## src/hdl/lwma_pkg.sv

```systemverilog
// Shared constants for the LWMA difficulty retarget block.
// Field widths, register map, reset values and default parameters.
// No dependencies.
package lwma_pkg;

  // Fixed field widths.
  localparam int TS_W    = 40;  // block_timestamp, genesis_timestamp
  localparam int TGT_W   = 64;  // Q0.64 targets
  localparam int IDEAL_W = 16;  // ideal_block_time

  // Default parameters.
  localparam int WINDOW_DEF    = 60;
  localparam int TIME_BITS_DEF = 40;

  // Configuration port: 64-bit registers at byte address 8*i.
  localparam int APB_DW    = 64;
  localparam int REG_IDX_W = 2;
  localparam int APB_AW    = REG_IDX_W + 3;

  localparam logic [REG_IDX_W-1:0] REG_IDEAL   = 2'd0;
  localparam logic [REG_IDX_W-1:0] REG_INIT    = 2'd1;
  localparam logic [REG_IDX_W-1:0] REG_GENESIS = 2'd2;

  // Register reset values.
  localparam logic [IDEAL_W-1:0] IDEAL_RST   = 16'd600;
  localparam logic [TGT_W-1:0]   INIT_RST    = 64'h0000_0001_0000_0000;
  localparam logic [TS_W-1:0]    GENESIS_RST = 40'd63399218400;

endpackage

```

## src/hdl/lwma_div.sv

```systemverilog
// Restoring divider, one quotient bit per cycle, with saturation of the
// quotient to Q_W bits and on a zero divisor. Depends on lwma_pkg.
module lwma_div
  import lwma_pkg::*;
#(
  parameter int N_W = 2 * TGT_W,
  parameter int D_W = TS_W,
  parameter int Q_W = TGT_W,
  localparam int C_W = $clog2(N_W + 1)
) (
  input  logic           clk_i,
  input  logic           rst_ni,
  input  logic           start_i,
  input  logic [N_W-1:0] n_i,
  input  logic [D_W-1:0] d_i,
  output logic           done_o,
  output logic [Q_W-1:0] q_o
);

  logic           busy_q, done_q;
  logic [C_W-1:0] cnt_q;
  logic [N_W-1:0] n_q;
  logic [D_W-1:0] d_q, r_q;
  logic [Q_W-1:0] q_q;
  logic           sat_q;
  logic [D_W:0]   r2, diff;
  logic           ge;

  assign r2   = {r_q, n_q[N_W-1]};
  assign diff = r2 - {1'b0, d_q};
  assign ge   = (r2 >= {1'b0, d_q});

  always_ff @(posedge clk_i or negedge rst_ni) begin
    if (!rst_ni) begin
      busy_q <= 1'b0;
      done_q <= 1'b0;
      cnt_q  <= '0;
    end else begin
      done_q <= busy_q && (cnt_q == C_W'(1));
      if (start_i) begin
        busy_q <= 1'b1;
        cnt_q  <= C_W'(N_W);
      end else if (busy_q) begin
        cnt_q <= cnt_q - 1'b1;
        if (cnt_q == C_W'(1)) begin
          busy_q <= 1'b0;
        end
      end
    end
  end

  // A set quotient bit above the low Q_W bits means the result overflows.
  always_ff @(posedge clk_i) begin
    if (start_i) begin
      n_q   <= n_i;
      d_q   <= d_i;
      r_q   <= '0;
      q_q   <= '0;
      sat_q <= (d_i == '0);
    end else if (busy_q) begin
      n_q <= {n_q[N_W-2:0], 1'b0};
      r_q <= ge ? diff[D_W-1:0] : r2[D_W-1:0];
      q_q <= {q_q[Q_W-2:0], ge};
      if (ge && (cnt_q > C_W'(Q_W))) begin
        sat_q <= 1'b1;
      end
    end
  end

  assign done_o = done_q;
  assign q_o    = sat_q ? '1 : q_q;

endmodule

```

## config.mk

```make
export PLATFORM = sky130hd
export DESIGN_NAME = lwma_div
export DESIGN_NICKNAME = d
export VERILOG_FILES = /design/src/hdl/lwma_pkg.sv /design/src/hdl/lwma_div.sv
export SDC_FILE = /design/constraint.sdc
export NUM_CORES = 1
export LEC_CHECK = 0
export ABC_CLOCK_PERIOD_IN_PS = 5500
export BUFFER_PORTS_ARGS = -buffer_cell sky130_fd_sc_hd__buf_2
export CAP_MARGIN = 20
export CORE_MARGIN = 2
export CORE_UTILIZATION = 45
export CTS_BUF_LIST = sky130_fd_sc_hd__clkbuf_8 sky130_fd_sc_hd__clkbuf_16
export DETAILED_ROUTE_END_ITERATION = 6
export PLACE_DENSITY_LB_ADDON = 0.25
export SLEW_MARGIN = 20
export SYNTH_ARGS = -nofsm -noshare
export SYNTH_HDL_FRONTEND = slang
export SYNTH_SLANG_ARGS = --single-unit
```

## constraint.sdc

```tcl
create_clock -name clk_i -period 5.5 [get_ports clk_i]
set_input_delay 0.825 -clock clk_i [delete_from_list [all_inputs] [get_ports clk_i]]
set_output_delay 0.825 -clock clk_i [all_outputs]
set_load 0.005 [all_outputs]
```

After elaboration in Yosys (flattened, before gate mapping)
Index checks and enable logic that the tools add are counted.
{"block": "totals", "wordCells": 31, "out_inout_bits": 65, "inputBits": 171, "register_bits": 283}
{"block": "op_classes", "n_reduce_logical": 6, "mux": 12, "add_sub_neg": 2, "n_eq_ne": 1, "order_cmp": 2}
{"cell": "128-bit 2-to-1 mux", "n": 2}
{"cell": "64-bit 2-to-1 mux", "n": 1}
{"cell": "41-bit by 40-bit greater-or-equal comparator with 1-bit output", "n": 1}
{"cell": "40-bit logical NOT", "n": 1}
{"cell": "40-bit 2-to-1 mux", "n": 1}
{"cell": "40-bit subtractor", "n": 1}
{"cell": "8-bit 2-to-1 mux", "n": 2}
{"cell": "8-bit by 1-bit == test with 1-bit output, second input constant", "n": 1}
{"cell": "8-bit by 7-bit > comparator with 1-bit output, second input constant", "n": 1}
{"cell": "8-bit by 1-bit subtractor with 8-bit output, second input constant", "n": 1}
{"cell": "1-bit 2-to-1 mux", "n": 6}
{"cell": "2-bit nonzero test", "n": 2}
{"cell": "1-bit logical AND", "n": 2}
{"cell": "2-bit AND reduction", "n": 1}

Depth between registers and ports, before layout
{"block": "logic_depth", "depth_word": 5, "ltp_mapped": 14, "mapped_depth_nobuf": 12}

Worst setup path before layout
OpenSTA, ideal clock, no wires.
{"block": "synth_timing", "path_kind": "input-to-reg", "startpoint": "in start_i", "endpoint": "reg n_q[0] (enable)", "required_time_ps": 5008, "setup_ps": 492, "cell_stages": 5, "path_buffers": 3, "slack_ps": 598, "arrival_ps": 4410, "path_cell_list": "clkbuf_1 clkbuf_1 clkbuf_1 inv_1 nand2_1"}
{"block": "synth_via", "elab_chain_len": 1}
{"item": "from (decl)", "line_no": "lwma_div.sv:13", "source": "input logic start_i,"}
{"item": "2-bit nonzero test (no line)"}
{"item": "to (signal assigned)", "line_no": "lwma_div.sv:55", "source": "n_q <= n_i;"}
{"item": "to (signal assigned)", "line_no": "lwma_div.sv:61", "source": "n_q <= {n_q[N_W-2:0], 1'b0};"}
{"item": "to (decl)", "line_no": "lwma_div.sv:22", "source": "logic [N_W-1:0] n_q;"}
Every way passes these cells.
A chain may end at the register's enable or synchronous reset.

Worst setup path after layout
{"block": "layout_timing", "startpoint": "reg d_q[23]", "endpoint": "reg r_q[14]"}
{"block": "layout_via", "elab_chain_len": 2}
{"item": "from (decl)", "line_no": "lwma_div.sv:23", "source": "logic [D_W-1:0] d_q, r_q;"}
{"item": "from (signal assigned)", "line_no": "lwma_div.sv:56", "source": "d_q <= d_i;"}
{"item": "41-bit by 40-bit greater-or-equal comparator with 1-bit output", "line_no": "lwma_div.sv:31", "source": "assign ge = (r2 >= {1'b0, d_q});"}
{"item": "40-bit 2-to-1 mux", "line_no": "lwma_div.sv:62", "source": "r_q <= ge ? diff[D_W-1:0] : r2[D_W-1:0];"}
{"item": "to (signal assigned)", "line_no": "lwma_div.sv:62"}
{"item": "to (decl)", "line_no": "lwma_div.sv:23"}
Every way passes these cells.

==> run summary <==
The initial antenna violation count is 18. The highest clock frequency the design can meet is 0.282 GHz. The H-tree was split into 2 levels. The count of buffers inserted at the top-level ports is 235.

The net count of the finished layout is 1687. The first routing iteration left 539 violations. The initial core utilization came out at 46.0%. The number of hold buffers added after cts came out at 0.

The routed wirelength normalized by instance count came out at 16.6 um. The startpoint identified for the worst register-to-register timing path is d_q[23]$_DFFE_PP_. The clock-pin slew on the worst setup and hold paths came out at 0.06 ns. The leakage power of the design came out at 0.00753 uW. The yosys synthesis warning count came out at 0. The headroom to the max-slew limit came out at 28.2%. The share of total power in the clock network came out at 36.3%. By area the synthesized netlist is led by sky130_fd_sc_hd__edfxtp_1 (36%), sky130_fd_sc_hd__dfxtp_1 (15%), sky130_fd_sc_hd__mux2_2 (10%). The clock latency reported for the late side of the worst-skew pair is 0.52 ns.

The worst-margin pin slew came out at 1.08 ns. The cell family contributing the most delay on the critical path is simple AND/OR/NAND/NOR gates. The via count of the first global-routing pass is 10104. Following the worst setup path forward leads to its endpoint at r_q[14]$_SDFFE_PP0P_. The fraction of final layout cells sized beyond drive strength 1 came out at 34.8%. Net switching is 27.8% of the power. In the synthesized netlist, the number of instances is 1262. In this design, the stage delay of the slowest critical-path cell is 0.67 ns. At the end of routability-driven placement, the weighted congestion stood at 0.835.

The largest net degree at the start of global routing came out at 172. The clock passes through at most 3 buffers. The minimum period implied by the final worst setup slack came out at 3.54 ns. Tracing the worst setup path back leads to its startpoint at d_q[23]$_DFFE_PP_. The number of flops mapped to enable cells by yosys is 169. The sort of element at the end of the critical path is a flip-flop.

Global routing consumed, over all layers together, 19.1% of the routing resources. The instance count after placement with tap cells included is 1831. The synthesized design spends more area on one cell type than any other, namely sky130_fd_sc_hd__edfxtp_1.

The average instance in the mapped netlist occupies 11.2 sq um. The wire length of the first global-routing pass came out at 51400 um. In this run the worst hold path is classified as in -> async. The number of slew-limit violations in the final report was 0. The final-report hold violation count came to 0. Relative to the synthesized area, the layout overhead comes to 18.7%. The endpoint arrival time on the critical path is 3.95 ns.

The setup violation total in the final timing report is 0. The critical-path maximum fanout is 22. The depth of the critical timing path with buffers and inverters included is 11. The final setup skew came out at 0.0199 ns. The HPWL after detailed placement came out at 21500 um. The proportion of power drawn by combinational gates is 21.3%. TritonCTS built the clock tree. The share of synthesized area in the top cell type comes to 35.8%. The standard cell core area came out at 0.0308 sq mm. The routed wire length is 31600 um.

The slowest stage of the critical path belongs to the cell sky130_fd_sc_hd__nand2_1. The row count is 64. The count of clock tree sinks came out at 283.

The final cell count without fillers came out at 1904. The number of setup buffers added after CTS is 0. The critical path goes through inv_1, ha_1, nand4_1, or3_1, a211oi_2, or3_1, nand3_1, nand2_1, buf_4, nand2_1, a311oi_2. The share of async-settable or async-resettable flops after synthesis came out at 3.53%. The worst-case IR drop observed on VDD is 0.226 mV. The internal power contribution is 4500 uW.

The number of distinct standard cells referenced by the synthesized netlist is 72. In the synthesized netlist the dominant register cell turns out to be sky130_fd_sc_hd__edfxtp_1. The iteration count of the initial detailed-routing pass came out at 5. The part of the total power dissipated in sequential elements is 42.4%. The reg-to-reg setup timing slack is 1.96 ns. The residual DRC count came out at 0. The data required time of the worst path came out at 5.91 ns.

The number of storage elements in the synthesis netlist came out at 283. Setup repair after global routing left no endpoint under its margin. The total CTS buffers came out at 34. The share of the cycle needed by the critical path after routing is 64.4%. The worst setup path is launched from a flip-flop. In this run the remaining antenna-violating nets after routing total 0. The number of gates resized after CTS came out at 0.

The total number of vias came out at 10047. The fraction of the yosys area taken by sequential cells is 52.3%. The area of the die is 0.0329 sq mm.

The number of top-level pins is 236. The floorplan die height is 181 um. The mapped netlist covers 0.0142 sq mm.

The cell sitting at the root of the clock tree is a sky130_fd_sc_hd__clkbuf_16. The final global-route overflow total came out at 0. The commonest cells after synthesis are sky130_fd_sc_hd__edfxtp_1 (169), sky130_fd_sc_hd__nor2_1 (131), sky130_fd_sc_hd__mux2_2 (127). The net load switching power came out at 1730 uW. The total negative slack came out at 0 ns. The flow ran to the end, and the final reports show no timing, DRC or antenna violations.

The max-cap violation count is 0. The total power divided by cell area is 371 mW/mm^2. Synthesis produced a netlist with a net count of 1477. In this run the critical register-to-register path is captured at r_q[14]$_SDFFE_PP0P_. The worst reg2reg path depth came out at 11. The critical path is of the reg -> reg type.

Using the TritonRoute via totals, the vias-per-cell ratio works out to 5.28. The buffering stage count on the worst path with inverters included came out at 2. By instance count, the leading cell after synthesis is sky130_fd_sc_hd__edfxtp_1.

The horizontal die dimension came out at 181 um.
==> power groups by stage <==
stage	Sequential, uW	Combinational [uW]	Clock, uW
4_1_cts	2650	1330	2330
5_1_grt	2670	1480	2410
3_5_place_dp	2680	1320	0
2_1_floorplan	2650	1010	0
3_3_place_gp	2680	1300	0
6_report	2640	1330	2270
==> sequential cells by signal, summed over array words and instances (netlist names) <==
signal	count
busy_q	1
n_q	128
q_q	64
done_o	1
sat_q	1
r_q	40
cnt_q	8
d_q	40
==> per-layer routing <==
layer,GRT usage (%),wire length (um)
met5,0,95
met4,5.79,836
met3,7.36,2740
met2,30.2,13900
met1,24.4,14000
==> placed cells by master, fill, tap and decap left out, types with 15 or more instances in the layout <==
master and count:
sky130_fd_sc_hd__nand2_1 104, sky130_fd_sc_hd__mux2i_1 65, sky130_fd_sc_hd__o21ai_0 22, sky130_fd_sc_hd__clkbuf_16 35, sky130_fd_sc_hd__dfxtp_1 104, sky130_fd_sc_hd__a21oi_1 44
sky130_fd_sc_hd__nor2_1 131, sky130_fd_sc_hd__buf_2 234, sky130_fd_sc_hd__nand3_1 19, sky130_fd_sc_hd__ha_1 43, sky130_fd_sc_hd__xnor2_1 16, sky130_fd_sc_hd__edfxtp_1 169
sky130_fd_sc_hd__mux2_2 127, sky130_fd_sc_hd__a311oi_2 20, sky130_fd_sc_hd__or2_2 67, sky130_fd_sc_hd__a21o_1 15, sky130_fd_sc_hd__inv_1 63, sky130_fd_sc_hd__nor4_1 15
==> logic make-up after synthesis <==
kind of cell | share of synthesized area [%]
mux | 14.7
flops | 52.3
buf+inv | 3.60
simple gates | 13.9
fa+ha+maj | 3.94
compound gates | 9.78
xor+xnor | 1.85
==> worst register-to-register path, cell delays in order, from the launching register on <==
cell                       delay [ns]
sky130_fd_sc_hd__edfxtp_1        0.34
sky130_fd_sc_hd__inv_1           0.05
sky130_fd_sc_hd__ha_1            0.41
sky130_fd_sc_hd__nand4_1         0.24
sky130_fd_sc_hd__or3_1           0.44
sky130_fd_sc_hd__a211oi_2        0.21
sky130_fd_sc_hd__or3_1           0.18
sky130_fd_sc_hd__nand3_1         0.15
sky130_fd_sc_hd__nand2_1         0.67
sky130_fd_sc_hd__buf_4           0.38
sky130_fd_sc_hd__nand2_1         0.11
sky130_fd_sc_hd__a311oi_2        0.26
==> worst min path at each step <==
stage | endpoint | cells past startpoint
after floorplan | q_q[63]$_SDFFE_PP0P_ | 2
after global placement | q_q[63]$_SDFFE_PP0P_ | 2
after detailed placement | q_q[63]$_SDFFE_PP0P_ | 2
after CTS | cnt_q[4]$_DFFE_PN0P_ | 1
after global routing | busy_q$_DFF_PN0_ | 1
final | cnt_q[4]$_DFFE_PN0P_ | 1
==> metrics by stage <==
stage,hold slack [ns],utilization (%),setup slack [ns],area (sq um),power [uW]
after CTS,0.157,54.4,2.04,16800,6310
after floorplan,0.452,-,0.598,14200,3650
after global routing,0.174,54.5,1.65,16800,6570
after global placement,0.474,50.7,2.18,15600,3980
final,0.168,54.6,1.96,16800,6240
after detailed placement,0.483,50.7,2.08,15600,4010
==> cell type report <==
class                           instances  area [sq um]
Clock buffer                           37           903
Tap cell                              396           495
Sequential cell                       283          7410
Antenna cell                           11          27.5
Fill cell                            2714         14000
Clock inverter                         24           225
Inverter                               56           210
Timing Repair Buffer                  243          1290
Multi-Input combinational cell        854          6260
(Power assumes the default switching activity.)
