===== src/hdl/lwma_pkg.sv =====
// Shared constants for the LWMA difficulty retarget block.
// Field widths, register map, reset values and default parameters.
// No dependencies.
package lwma_pkg;

  // Fixed field widths.
  localparam int TS_W    = 40;  // block_timestamp, genesis_timestamp
  localparam int TGT_W   = 64;  // Q0.64 targets
  localparam int IDEAL_W = 16;  // ideal_block_time

  // Default parameters.
  localparam int WINDOW_DEF    = 60;
  localparam int TIME_BITS_DEF = 40;

  // Configuration port: 64-bit registers at byte address 8*i.
  localparam int APB_DW    = 64;
  localparam int REG_IDX_W = 2;
  localparam int APB_AW    = REG_IDX_W + 3;

  localparam logic [REG_IDX_W-1:0] REG_IDEAL   = 2'd0;
  localparam logic [REG_IDX_W-1:0] REG_INIT    = 2'd1;
  localparam logic [REG_IDX_W-1:0] REG_GENESIS = 2'd2;

  // Register reset values.
  localparam logic [IDEAL_W-1:0] IDEAL_RST   = 16'd600;
  localparam logic [TGT_W-1:0]   INIT_RST    = 64'h0000_0001_0000_0000;
  localparam logic [TS_W-1:0]    GENESIS_RST = 40'd63399218400;

endpackage


===== src/hdl/lwma_mul.sv =====
// Shift-and-add multiplier: one multiplier bit per cycle.
// Depends on lwma_pkg.
module lwma_mul
  import lwma_pkg::*;
#(
  parameter int A_W = TGT_W,
  parameter int B_W = TS_W,
  localparam int P_W = A_W + B_W,
  localparam int C_W = $clog2(B_W + 1)
) (
  input  logic           clk_i,
  input  logic           rst_ni,
  input  logic           start_i,
  input  logic [A_W-1:0] a_i,
  input  logic [B_W-1:0] b_i,
  output logic           done_o,
  output logic [P_W-1:0] p_o
);

  logic           busy_q, done_q;
  logic [C_W-1:0] cnt_q;
  logic [A_W-1:0] a_q;
  logic [P_W-1:0] acc_q;
  logic [A_W:0]   sum;

  assign sum = {1'b0, acc_q[P_W-1:B_W]} + (acc_q[0] ? {1'b0, a_q} : '0);

  always_ff @(posedge clk_i or negedge rst_ni) begin
    if (!rst_ni) begin
      busy_q <= 1'b0;
      done_q <= 1'b0;
      cnt_q  <= '0;
    end else begin
      done_q <= busy_q && (cnt_q == C_W'(1));
      if (start_i) begin
        busy_q <= 1'b1;
        cnt_q  <= C_W'(B_W);
      end else if (busy_q) begin
        cnt_q <= cnt_q - 1'b1;
        if (cnt_q == C_W'(1)) begin
          busy_q <= 1'b0;
        end
      end
    end
  end

  // The multiplier sits in the low bits and shifts out as the product
  // grows in from the top.
  always_ff @(posedge clk_i) begin
    if (start_i) begin
      a_q   <= a_i;
      acc_q <= {{A_W{1'b0}}, b_i};
    end else if (busy_q) begin
      acc_q <= {sum, acc_q[B_W-1:1]};
    end
  end

  assign done_o = done_q;
  assign p_o    = acc_q;

endmodule


===== config.mk =====
export PLATFORM = sky130hd
export DESIGN_NAME = lwma_mul
export DESIGN_NICKNAME = d
export VERILOG_FILES = /design/src/hdl/lwma_pkg.sv /design/src/hdl/lwma_mul.sv
export SDC_FILE = /design/constraint.sdc
export NUM_CORES = 1
export LEC_CHECK = 0
export BUFFER_PORTS_ARGS = -buffer_cell sky130_fd_sc_hd__buf_2
export CAP_MARGIN = 0
export CORE_ASPECT_RATIO = 0.5
export CORE_MARGIN = 1
export CORE_UTILIZATION = 56
export DETAILED_ROUTE_END_ITERATION = 7
export GPL_ROUTABILITY_DRIVEN = 0
export GPL_TIMING_DRIVEN = 0
export PLACE_DENSITY = 0.77
export SETUP_SLACK_MARGIN = 0.15
export SLEW_MARGIN = 15
export SYNTH_ARGS = -nofsm -noshare
export SYNTH_HDL_FRONTEND = slang
export SYNTH_SLANG_ARGS = --single-unit

===== constraint.sdc =====
create_clock -name clk_i -period 3.7 [get_ports clk_i]
set_clock_uncertainty 0.2 [all_clocks]
set_input_delay 0.37 -clock clk_i [delete_from_list [all_inputs] [get_ports clk_i]]
set_output_delay 0.37 -clock clk_i [all_outputs]
set_load 0.01 [all_outputs]

Yosys cells after proc, flatten, opt, wreduce, memory -nomap -nowiden

Index checks and enable logic that the tools add are counted.

Word-level logic and storage cells: 19
Input bits: 107
Output and inout port bits: 105
Bits in registers: 176

Mux-type cells: 8
Equal/unequal tests: 1
Reductions and logical operators: 2
Add/subtract/negate cells: 2

Operators with widths:

| kind                                                 | count |
|---|---|
| 2-to-1 mux 40 bit                                    | 2 |
| adder 64 x 64 -> 65 bit                              | 1 |
| 2-to-1 mux 64 bit                                    | 1 |
| 2-to-1 mux 6 bit                                     | 2 |
| equality test 6 x 1 -> 1 bit (second input constant) | 1 |
| subtractor 6 x 1 -> 6 bit (second input constant)    | 1 |
| 2-to-1 mux 1 bit                                     | 3 |
| nonzero test 2 bit                                   | 1 |
| logical AND 1 bit                                    | 1 |

Depth between registers and ports, before layout

Gate-level depths: netlist (run 1).

Depth in word-level cells: 4
Mapped depth: 15

Worst setup path before layout (run 1)

No wires, ideal clock.

Path type: register -> register
Start: register acc_q[0] (netlist: p_o[0])
End: register acc_q[93] (netlist: p_o[93])
Stages on the path, launching flop included: 15
Path buffers: 1
Path slack: 165 ps
Arrival time: 3206 ps
Cell sequence: edfxtp_1 clkbuf_1 and2_1 ha_1 fa_1 a21o_1 a31o_2 a2111oi_0 o31a_1 a22oi_1 nand3_1 nand2_1 a21boi_0 xor2_1 o21ai_0

Longest elaborated chain between the ends: 2

Ends and longest elaborated chain:

| what                    | RTL line       | RTL |
|---|---|---|
| from (decl)             | lwma_mul.sv:23 | `logic [P_W-1:0] acc_q;` |
| from (signal assigned)  | lwma_mul.sv:52 | `acc_q <= {{A_W{1'b0}}, b_i};` |
| from (signal assigned)  | lwma_mul.sv:54 | `acc_q <= {sum, acc_q[B_W-1:1]};` |
| 2-to-1 mux 64 bit       | lwma_mul.sv:26 | `assign sum = {1'b0, acc_q[P_W-1:B_W]} + (acc_q[0] ? {1'b0, a_q} : '0);` |
| adder 64 x 64 -> 65 bit | lwma_mul.sv:26 |  |

Every way passes these cells.
A chain may end at the register's enable or synchronous reset.

Final worst setup path (run 1)

Start: register acc_q[0] (netlist: p_o[0])
End: register acc_q[94] (netlist: p_o[94])

Same word-level chain as after synthesis.

==> impl_metrics.json, run 1 <==
{
  "holdWs_ps": 26.25,
  "drcViolationCount": 0,
  "drv_slew": 0,
  "syn-cell-area_um2": 10340,
  "final_util_pct": 79.39,
  "fp-row-count": 34,
  "portBuffers": 211,
  "syn_inst": 1023,
  "synthMuxAreaShare_pct": 7.068,
  "synth_top_family_by_area": "compound AO/OA/AOI/OAI gates",
  "dr.pass1.iters": 5,
  "synth_compound_area_share_pct": 16.98,
  "min_path_type": "primary input to flop",
  "rsz0062_at_grt": "yes",
  "worst_slew_pin_slew_ps": 852.4,
  "ys_types": 75,
  "avgSynthCellArea_um2": 10.11,
  "synth_commonest_cells": "edfxtp_1, a21oi_1, nand2_1",
  "grt_pass1_vias": 9359,
  "timing.final.ws_setup_ps": 31.59,
  "finalHoldViolations": 0,
  "slowest_stage": "edfxtp_1",
  "fp.dieW_um": 194.2,
  "status": "completed",
  "drive_above_1_share_pct": 33.96,
  "area_growth_pct": 35.89,
  "fmaxAchievable_mhz": 272.6,
  "clk_latency_ps": 440,
  "met3_length_mm": 2.361,
  "slew_headroom_pct": 43.17,
  "track_usage_pct": 30.81,
  "grt_remaining_overflow": 0,
  "highest-signal-layer": "met4",
  "via_per_inst": 5.933,
  "grt_max_degree": 37,
  "crit_fanout": 10,
  "clk_pin_slew_ps": 70,
  "cts_buffer_depth": 2,
  "ys.flop_type": "edfxtp_1",
  "cp_slowest_stage_delay_ps": 440,
  "die_height_um": 98.08,
  "synth_warnings": 0,
  "drt_iter0_markers": 660,
  "yosysSeqAreaShare_pct": 44.54,
  "worst_ep_required_time_ps": 3870,
  "antenna_found_initial": 0,
  "cts_sinks": 176,
  "synth_adder_area_share_pct": 8.181,
  "power_leakage_nw": 6.266,
  "power_mw": 7.538,
  "worstPathArrival_ps": 3830,
  "nNetsFinal": 1536,
  "ant_nets": 0,
  "synth.most_common_cell": "edfxtp_1",
  "vdd_drop_max_mv": 0.3963,
  "vias": 9546,
  "met2WireLength_mm": 14.90,
  "grt_pass1_wl_mm": 46.25,
  "crit_path_end_kind": "flop",
  "drv_cap": 0,
  "synth-xor-area-share_pct": 5.422,
  "cts_buffers": 17,
  "ys_seq_elements": 176,
  "synth_nets": 1197,
  "cp_cell_sequence": "buf_8 -> buf_6 -> and2_4 -> ha_4 -> a21o_1 -> a31o_4 -> o21bai_4 -> a2111oi_4 -> o21a_1 -> o21ai_4 -> o41ai_4 -> buf_6 -> buf_4 -> a21o_1 -> a31oi_2 -> o22ai_2",
  "cts_tree": "yes",
  "wirelength_mm": 30.63,
  "period_share_pct": 99.15,
  "die_area_um2": 19040,
  "htree_levels": 4,
  "synth.area.top_cells": "edfxtp_1, dfxtp_1, ha_1",
  "start_util_pct": 58.42,
  "post-place-ws_ps": -913.5,
  "antennaDiodeCount": 0,
  "fill_cells": 1132,
  "p_per_area_nw_per_um2": 536.5,
  "tns_ps": 0,
  "root_buffer": "clkbuf_16",
  "yosys.area_share.simple_pct": 14.47,
  "wl_met1_mm": 12.39,
  "setup_viol_count_final": 0,
  "synth-edff-count": 104,
  "synth_top_area_share_pct": 30.21,
  "core_um2": 17700,
  "path_class": "flop to flop",
  "cp-start-kind": "flop",
  "fin_crit_ps": 3668,
  "yosysTopAreaCell": "edfxtp_1",
  "ios": 212,
  "dp_hpwl_mm": 20.58,
  "async_reset_ff_share_pct": 4.545,
  "wl_per_cell_um": 19.04
}
## metal layers
metal	vias to the layer above	track usage, %
met3	104	7.254
met2	436	52.49
met4	0	12.27
met1	4593	38.06
li1	4413	-
met5	-	0
## kinds of logic after synthesis
family / Yosys count
AOI/OAI and AO/OA: 273
xor gates and xnor gates: 64
adders and majority gates: 67
buffers and inverters: 71
DFF: 176
muxes: 68
and+or+nand+nor: 304
## placed cells by master, fill, tap and decap left out, types with 9 or more instances in the layout
master / n
a21o_1: 34
a21oi_1: 72
a21oi_2: 18
and2_1: 57
and2_4: 9
buf_2: 212
buf_4: 44
buf_6: 10
clkbuf_1: 24
clkbuf_16: 17
dfxtp_1: 64
dlygate4sd3_1: 65
edfxtp_1: 104
ha_1: 40
ha_4: 22
inv_1: 21
mux2_2: 40
mux2i_1: 28
nand2_1: 84
nand4_1: 22
nor2_1: 75
o21a_1: 9
o21ai_0: 45
o21ai_1: 14
o21bai_1: 9
xnor2_1: 31
xor2_1: 32
## registers in the layout, summed over array words and instances, names as in the netlist
register,flops
busy_q,1
p_o,104
cnt_q,6
a_q,64
done_o,1
## power breakdown
group | internal, mW | switching, mW | total [mW]
combinational | 1.42 | 1.74 | 3.15
clock | 0.885 | 0.794 | 1.68
sequential | 2.42 | 0.287 | 2.71
total | 4.72 | 2.82 | 7.54
## final cells by class
cell class              count  area, um2  share of cell area, %
plain buffers              48      315.3                  2.244
clock buffers              22      454.2                  3.233
clock inverters            10      78.83                 0.5610
inverters                  22      82.58                 0.5878
multi-input cells         776       6142                  43.72
flip-flops and latches    176       4604                  32.77
well taps                 234      292.8                  2.084
repair buffers            321       2079                  14.80
## what timing repair did
item | in CTS | in global routing
pin swaps | 30 | 62
hold buffers | 65 | 0
gates resized for setup | 83 | 102
setup buffers | 14 | 29
hold endpoints to repair | 72 | 0
endpoints found under the setup margin | 48 | 34
cloned | 1 | 0
## stage by stage
stage	area, um2	instances
5_1_grt	14050	1609
3_3_place_gp	11690	1468
3_5_place_dp	11730	1470
4_1_cts	13400	1582
2_1_floorplan	10340	1023
6_report	14050	1609
## critical path, delay by kind of cell (launching register included)
kind	cells	cell delay, ps
compound gates	10	1880
buf+inv	4	620
flops	1	440
fa+ha+maj	1	300
simple gates	1	140
## worst paths after layout
path	endpoint	slack (ps)	depth (start not counted)	from
min in group asynchronous	cnt_q[3]	90	2	rst_ni
max in group asynchronous	busy_q	3030	2	rst_ni
max	p_o[94]	30	16	p_o[0]
max reg2reg	p_o[94]	30	16	p_o[0]
min	p_o[25]	30	2	b_i[25]
min reg2reg	p_o[92]	270	2	p_o[92]
No activity file was read; power rests on OpenSTA's default activity.
==> inputs of run 2 (changes only) <==
--- a/config.mk
+++ b/config.mk
@@ -9,11 +9,11 @@
 export CAP_MARGIN = 0
 export CORE_ASPECT_RATIO = 0.5
 export CORE_MARGIN = 1
-export CORE_UTILIZATION = 56
+export CORE_UTILIZATION = 50
 export DETAILED_ROUTE_END_ITERATION = 7
 export GPL_ROUTABILITY_DRIVEN = 0
 export GPL_TIMING_DRIVEN = 0
-export PLACE_DENSITY = 0.77
+export PLACE_DENSITY = 0.7
 export SETUP_SLACK_MARGIN = 0.15
 export SLEW_MARGIN = 15
 export SYNTH_ARGS = -nofsm -noshare
==> impl_metrics.json, run 2 (synthesis results as in run 1) <==
{
  "final_common_cell": "buf_2",
  "mostFrequentLayoutCells": "buf_2, edfxtp_1, nand2_1, nor2_1, a21oi_1",
  "path_class": "flop to flop",
  "htree_levels": 4,
  "dr.pass1.iters": 4,
  "power_mw": 7.622,
  "via_per_inst": 5.557,
  "fin_crit_ps": 3650,
  "cp_cell_sequence": "buf_8 -> clkbuf_8 -> and2_1 -> ha_1 -> buf_4 -> nand2_1 -> or4_4 -> nor4_4 -> o21ai_2 -> nand2_2 -> a21boi_4 -> buf_4 -> o31ai_4 -> xnor2_1 -> o21ai_1",
  "largest_reg_flops": 104,
  "cts_buffers": 17,
  "wl_per_cell_um": 17.69,
  "drive_above_1_share_pct": 33.81,
  "critPathMostFrequentCell": "buf_4",
  "min_path_type": "primary input to flop",
  "grt_pass1_vias": 9154,
  "crit_path_end_kind": "flop",
  "nNetsFinal": 1551,
  "cts_tree": "yes",
  "p_per_area_nw_per_um2": 533.6,
  "antennaDiodeCount": 0,
  "clk_pin_slew_ps": 70,
  "worst_slew_pin_slew_ps": 883.4,
  "final_util_pct": 71.91,
  "fill_cells": 1515,
  "fmaxAchievable_mhz": 273.9,
  "die_height_um": 103.7,
  "worstPathArrival_ps": 3780,
  "worst_ep_required_time_ps": 3830,
  "place_inst": 1502,
  "wirelength_mm": 29.30,
  "grt_max_degree": 40,
  "die_area_um2": 21290,
  "period_share_pct": 98.66,
  "setup_viol_count_final": 0,
  "fp-row-count": 36,
  "area_growth_pct": 38.16,
  "multi_input_area_um2": 6142,
  "crit_fanout": 10,
  "cp-start-kind": "flop",
  "drcViolationCount": 0,
  "vdd_drop_max_mv": 0.3281,
  "finalHoldViolations": 0,
  "dp_hpwl_mm": 20.37,
  "tns_ps": 0,
  "slowest_stage": "or4_4",
  "drv_slew": 0,
  "seq_area_um2": 4604,
  "start_util_pct": 52.05,
  "rsz0062_at_grt": "yes",
  "power_leakage_nw": 6.368,
  "fp.dieW_um": 205.4,
  "drt_iter0_markers": 517,
  "cts_buffer_depth": 2,
  "clk_latency_ps": 450,
  "vias": 9203,
  "grt_remaining_overflow": 0,
  "track_usage_pct": 27.50,
  "drv_cap": 0,
  "slew_headroom_pct": 41.11,
  "root_buffer": "clkbuf_16",
  "cp_slowest_stage_delay_ps": 540,
  "cts_sinks": 176,
  "antenna_found_initial": 0,
  "core_um2": 19860,
  "portBuffers": 211,
  "final_cell_area_um2": 14280,
  "grt_pass1_wl_mm": 46.07,
  "ant_nets": 0,
  "ios": 212,
  "finalNonFillerCells": 1656,
  "postPlaceCellArea_um2": 11770,
  "status": "completed"
}
==> run 2: per-layer routing <==
metal / share of wire, % / up-vias / global-route usage, %
met1: 44 / 4431 / 35.76
met3: 6.1 / 46 / 7.489
met2: 48 / 295 / 44.98
li1: - / 4431 / -
met5: 0 / - / 0
met4: 1.9 / 0 / 7.249
==> run 2: path summary, 6_finish.rpt <==
kind | startpoint | to | slack, ps | cells after the start
worst max-delay path | p_o[0] | p_o[92] | 50 | 15
worst min-delay path | b_i[28] | p_o[28] | 20 | 2
worst max register to register | p_o[0] | p_o[92] | 50 | 15
worst min register to register | p_o[91] | p_o[91] | 270 | 2
max in group asynchronous | rst_ni | cnt_q[0] | 3040 | 2
min in group asynchronous | rst_ni | cnt_q[5] | 90 | 2
==> run 2: critical path, delay by kind of cell (launching register included) <==
family | cells | cell delay (ps)
buf+inv | 4 | 640
fa+ha+maj | 1 | 280
simple gates | 5 | 1240
flops | 1 | 460
compound gates | 4 | 530
xor+xnor | 1 | 170
==> run 2: power by group <==
group	total, mW	internal (mW)	switching (mW)	leakage [nW]
Combinational	3.12	1.44	1.68	4.40
Clock	1.81	0.943	0.870	0.294
Sequential	2.69	2.42	0.276	1.67
==> run 2: stage by stage <==
stage | hold slack, ps | setup WS, ps
3_5_place_dp | 22.49 | -1033
5_1_grt | 1.683 | -72.20
6_report | 19.65 | 49.56
2_1_floorplan | -125.6 | 165.0
4_1_cts | 0.3430 | 112.3
3_3_place_gp | 21.33 | -922.0
==> run 2: layout make-up <==
class | count | share of cell area, %
plain buffers | 49 | 2.339
multi-input cells | 776 | 43.00
clock inverters | 13 | 0.8146
clock buffers | 19 | 3.250
flip-flops and latches | 176 | 32.24
inverters | 22 | 0.5781
well taps | 266 | 2.330
repair buffers | 335 | 15.45
==> run 2: timing repair <==
action,CTS,global route
gates resized for setup,99,74
hold buffers,72,2
pin swaps,47,53
buffers inserted,24,23
endpoints found under the hold margin,79,2
endpoints found under the setup margin,52,31
gates cloned,1,0
==> inputs of run 3 (changes only) <==
--- a/config.mk
+++ b/config.mk
@@ -13,6 +13,7 @@
 export DETAILED_ROUTE_END_ITERATION = 7
 export GPL_ROUTABILITY_DRIVEN = 0
 export GPL_TIMING_DRIVEN = 0
+export MAX_ROUTING_LAYER = met4
 export PLACE_DENSITY = 0.7
 export SETUP_SLACK_MARGIN = 0.15
 export SLEW_MARGIN = 15
==> constraint.sdc (replaced) <==
create_clock -name clk_i -period 4.51 [get_ports clk_i]
set_clock_uncertainty 0.2 [all_clocks]
set_input_delay 0.451 -clock clk_i [delete_from_list [all_inputs] [get_ports clk_i]]
set_output_delay 0.451 -clock clk_i [all_outputs]
set_load 0.01 [all_outputs]
==> impl_metrics.json, run 3 (synthesis results as in run 1) <==
{
  "status": "completed",
  "die_area_um2": 21290,
  "worst_ep_required_time_ps": 4630,
  "htree_levels": 4,
  "dr.pass1.iters": 5,
  "drv_slew": 0,
  "fp.dieW_um": 205.4,
  "root_buffer": "clkbuf_16",
  "p_seq_share_pct": 37.6,
  "p_comb_share_pct": 36.9,
  "wl_met1_mm": 12.64,
  "power_leakage_nw": 5.957,
  "wirelength_mm": 27.03,
  "p_per_area_nw_per_um2": 444.6,
  "p_sw_share_pct": 36.68,
  "track_usage_pct": 26.96,
  "clk_latency_ps": 460,
  "r2r_slack_ps": 330,
  "cts_buffers": 17,
  "fmaxAchievable_mhz": 239.1,
  "cts_buffer_depth": 2,
  "largest_reg_flops": 104,
  "grt_max_degree": 40,
  "final_common_cell": "buf_2",
  "finalHoldViolations": 0,
  "crit_fanout": 10,
  "core_um2": 19860,
  "final_cell_area_um2": 13020,
  "cts_tree": "yes",
  "met3_length_mm": 1.577,
  "ios": 212,
  "drt_iter0_markers": 625,
  "power.switching_mw": 2.123,
  "grt_remaining_overflow": 0,
  "post-place-ws_ps": -222.9,
  "grt_pass1_wl_mm": 43.95,
  "postPlaceCellArea_um2": 11770,
  "pwr-share-clk_pct": 25.5,
  "mostFrequentLayoutCells": "buf_2, edfxtp_1, a21oi_1, nand2_1, nor2_1",
  "min_path_type": "primary input to flop",
  "power_mw": 5.787,
  "wl_per_cell_um": 16.91,
  "grt_pass1_vias": 8797,
  "highest-signal-layer": "met4",
  "portBuffers": 211,
  "area_growth_pct": 25.89,
  "met2WireLength_mm": 12.41,
  "timing.final.ws_setup_ps": 327.3,
  "rsz0062_at_grt": "yes",
  "fill_cells": 1692,
  "holdPathEnd": "p_o[20]",
  "worst_slew_pin_slew_ps": 857.1,
  "dp_hpwl_mm": 20.37,
  "drv_cap": 0,
  "start_util_pct": 52.05,
  "antennaDiodeCount": 0,
  "drive_above_1_share_pct": 24.76,
  "hold_path_depth": 2,
  "crit_path_end_kind": "flop",
  "power.internal_mw": 3.664,
  "worstPathArrival_ps": 4310,
  "setup_viol_count_final": 0,
  "hold_start": "b_i[20]",
  "drcViolationCount": 0,
  "path_class": "flop to flop",
  "antenna_found_initial": 0,
  "post-cts-setup-buffers": 0,
  "cp-start-kind": "flop",
  "fin_crit_ps": 4183,
  "fp-row-count": 36,
  "ant_nets": 0,
  "die_height_um": 103.7,
  "vias": 8753,
  "clk_pin_slew_ps": 70,
  "slew_headroom_pct": 42.86,
  "period_share_pct": 92.74,
  "regToRegStartpoint": "p_o[0]",
  "via_per_inst": 5.474,
  "vdd_drop_max_mv": 0.2651,
  "worstRegToRegCells": 14,
  "cts_sinks": 176,
  "nNetsFinal": 1494,
  "r2r_end": "p_o[91]"
}
## run 3: changes by cell type in the layout (fill, tap and decap cells not counted), moves of 9 or more
cell,before,now
dlygate4sd3_1,74,65
a21oi_2,13,1
ha_1,39,66
ha_4,22,0
o21ai_0,43,59
a21oi_1,75,92
o21ai_1,14,4
buf_4,49,3
## run 3: layer usage
| layer | GRT usage, % | vias to the layer above |
|---|---|---|
| met3 | 6.514 | 30 |
| met2 | 41.77 | 256 |
| met5 | - | - |
| met1 | 35.39 | 4144 |
| met4 | 6.720 | 0 |
| li1 | - | 4323 |
## run 3: worst max-delay path by stage
stage	start	endpoint	cells after the start
detailed placement	p_o[0]	p_o[93]	14
global placement	p_o[0]	p_o[93]	14
finish	p_o[0]	p_o[91]	14
floorplan	p_o[0]	p_o[93]	14
CTS	p_o[0]	p_o[93]	14
global route	p_o[0]	p_o[91]	14
## run 3: cell type report
class,instances,area [um2],share of cell area [%]
Buffer,49,265.3,2.038
Clock buffer,19,464.2,3.567
Clock inverter,13,116.4,0.8941
Inverter,22,82.58,0.6345
Multi-Input combinational cell,776,5400,41.49
Sequential cell,176,4604,35.38
Tap cell,266,332.8,2.557
Timing Repair Buffer,278,1749,13.44
## run 3: power by group through the flow
stage	clock network, mW	logic [mW]	registers (mW)
global placement	0	2.01	2.20
CTS	1.50	2.12	2.18
global route	1.57	2.37	2.21
detailed placement	0	2.05	2.21
finish	1.48	2.14	2.18
floorplan	0	1.36	2.27
## run 3: timing repair
action | 4_1_cts | 5_1_grt
resized for setup | 3 | 4
endpoints found under the setup margin | 9 | 7
hold buffers | 65 | 0
endpoints found under the hold margin | 72 | 0
## run 3: metrics by stage
step / utilization (%) / setup TNS (ps) / hold WS [ps] / cells
2_1_floorplan: - / 0 / -44.59 / 1023
3_3_place_gp: 59.04 / -112.0 / 102.3 / 1500
3_5_place_dp: 59.25 / -306.1 / 103.5 / 1502
4_1_cts: 65.49 / 0 / 74.67 / 1599
5_1_grt: 65.52 / 0 / 75.84 / 1599
6_report: 65.52 / 0 / 95.61 / 1599
## run 3: critical path, stage by stage, from the launching register on
cell,delay (ps)
edfxtp_1,390
clkbuf_2,290
and2_1,220
ha_1,210
fa_1,430
a21o_1,220
a31o_2,280
a211o_1,320
nand4_1,170
a211oi_2,120
o21ai_2,320
o21ai_0,230
a221oi_1,380
xor2_1,180
o21ai_0,80
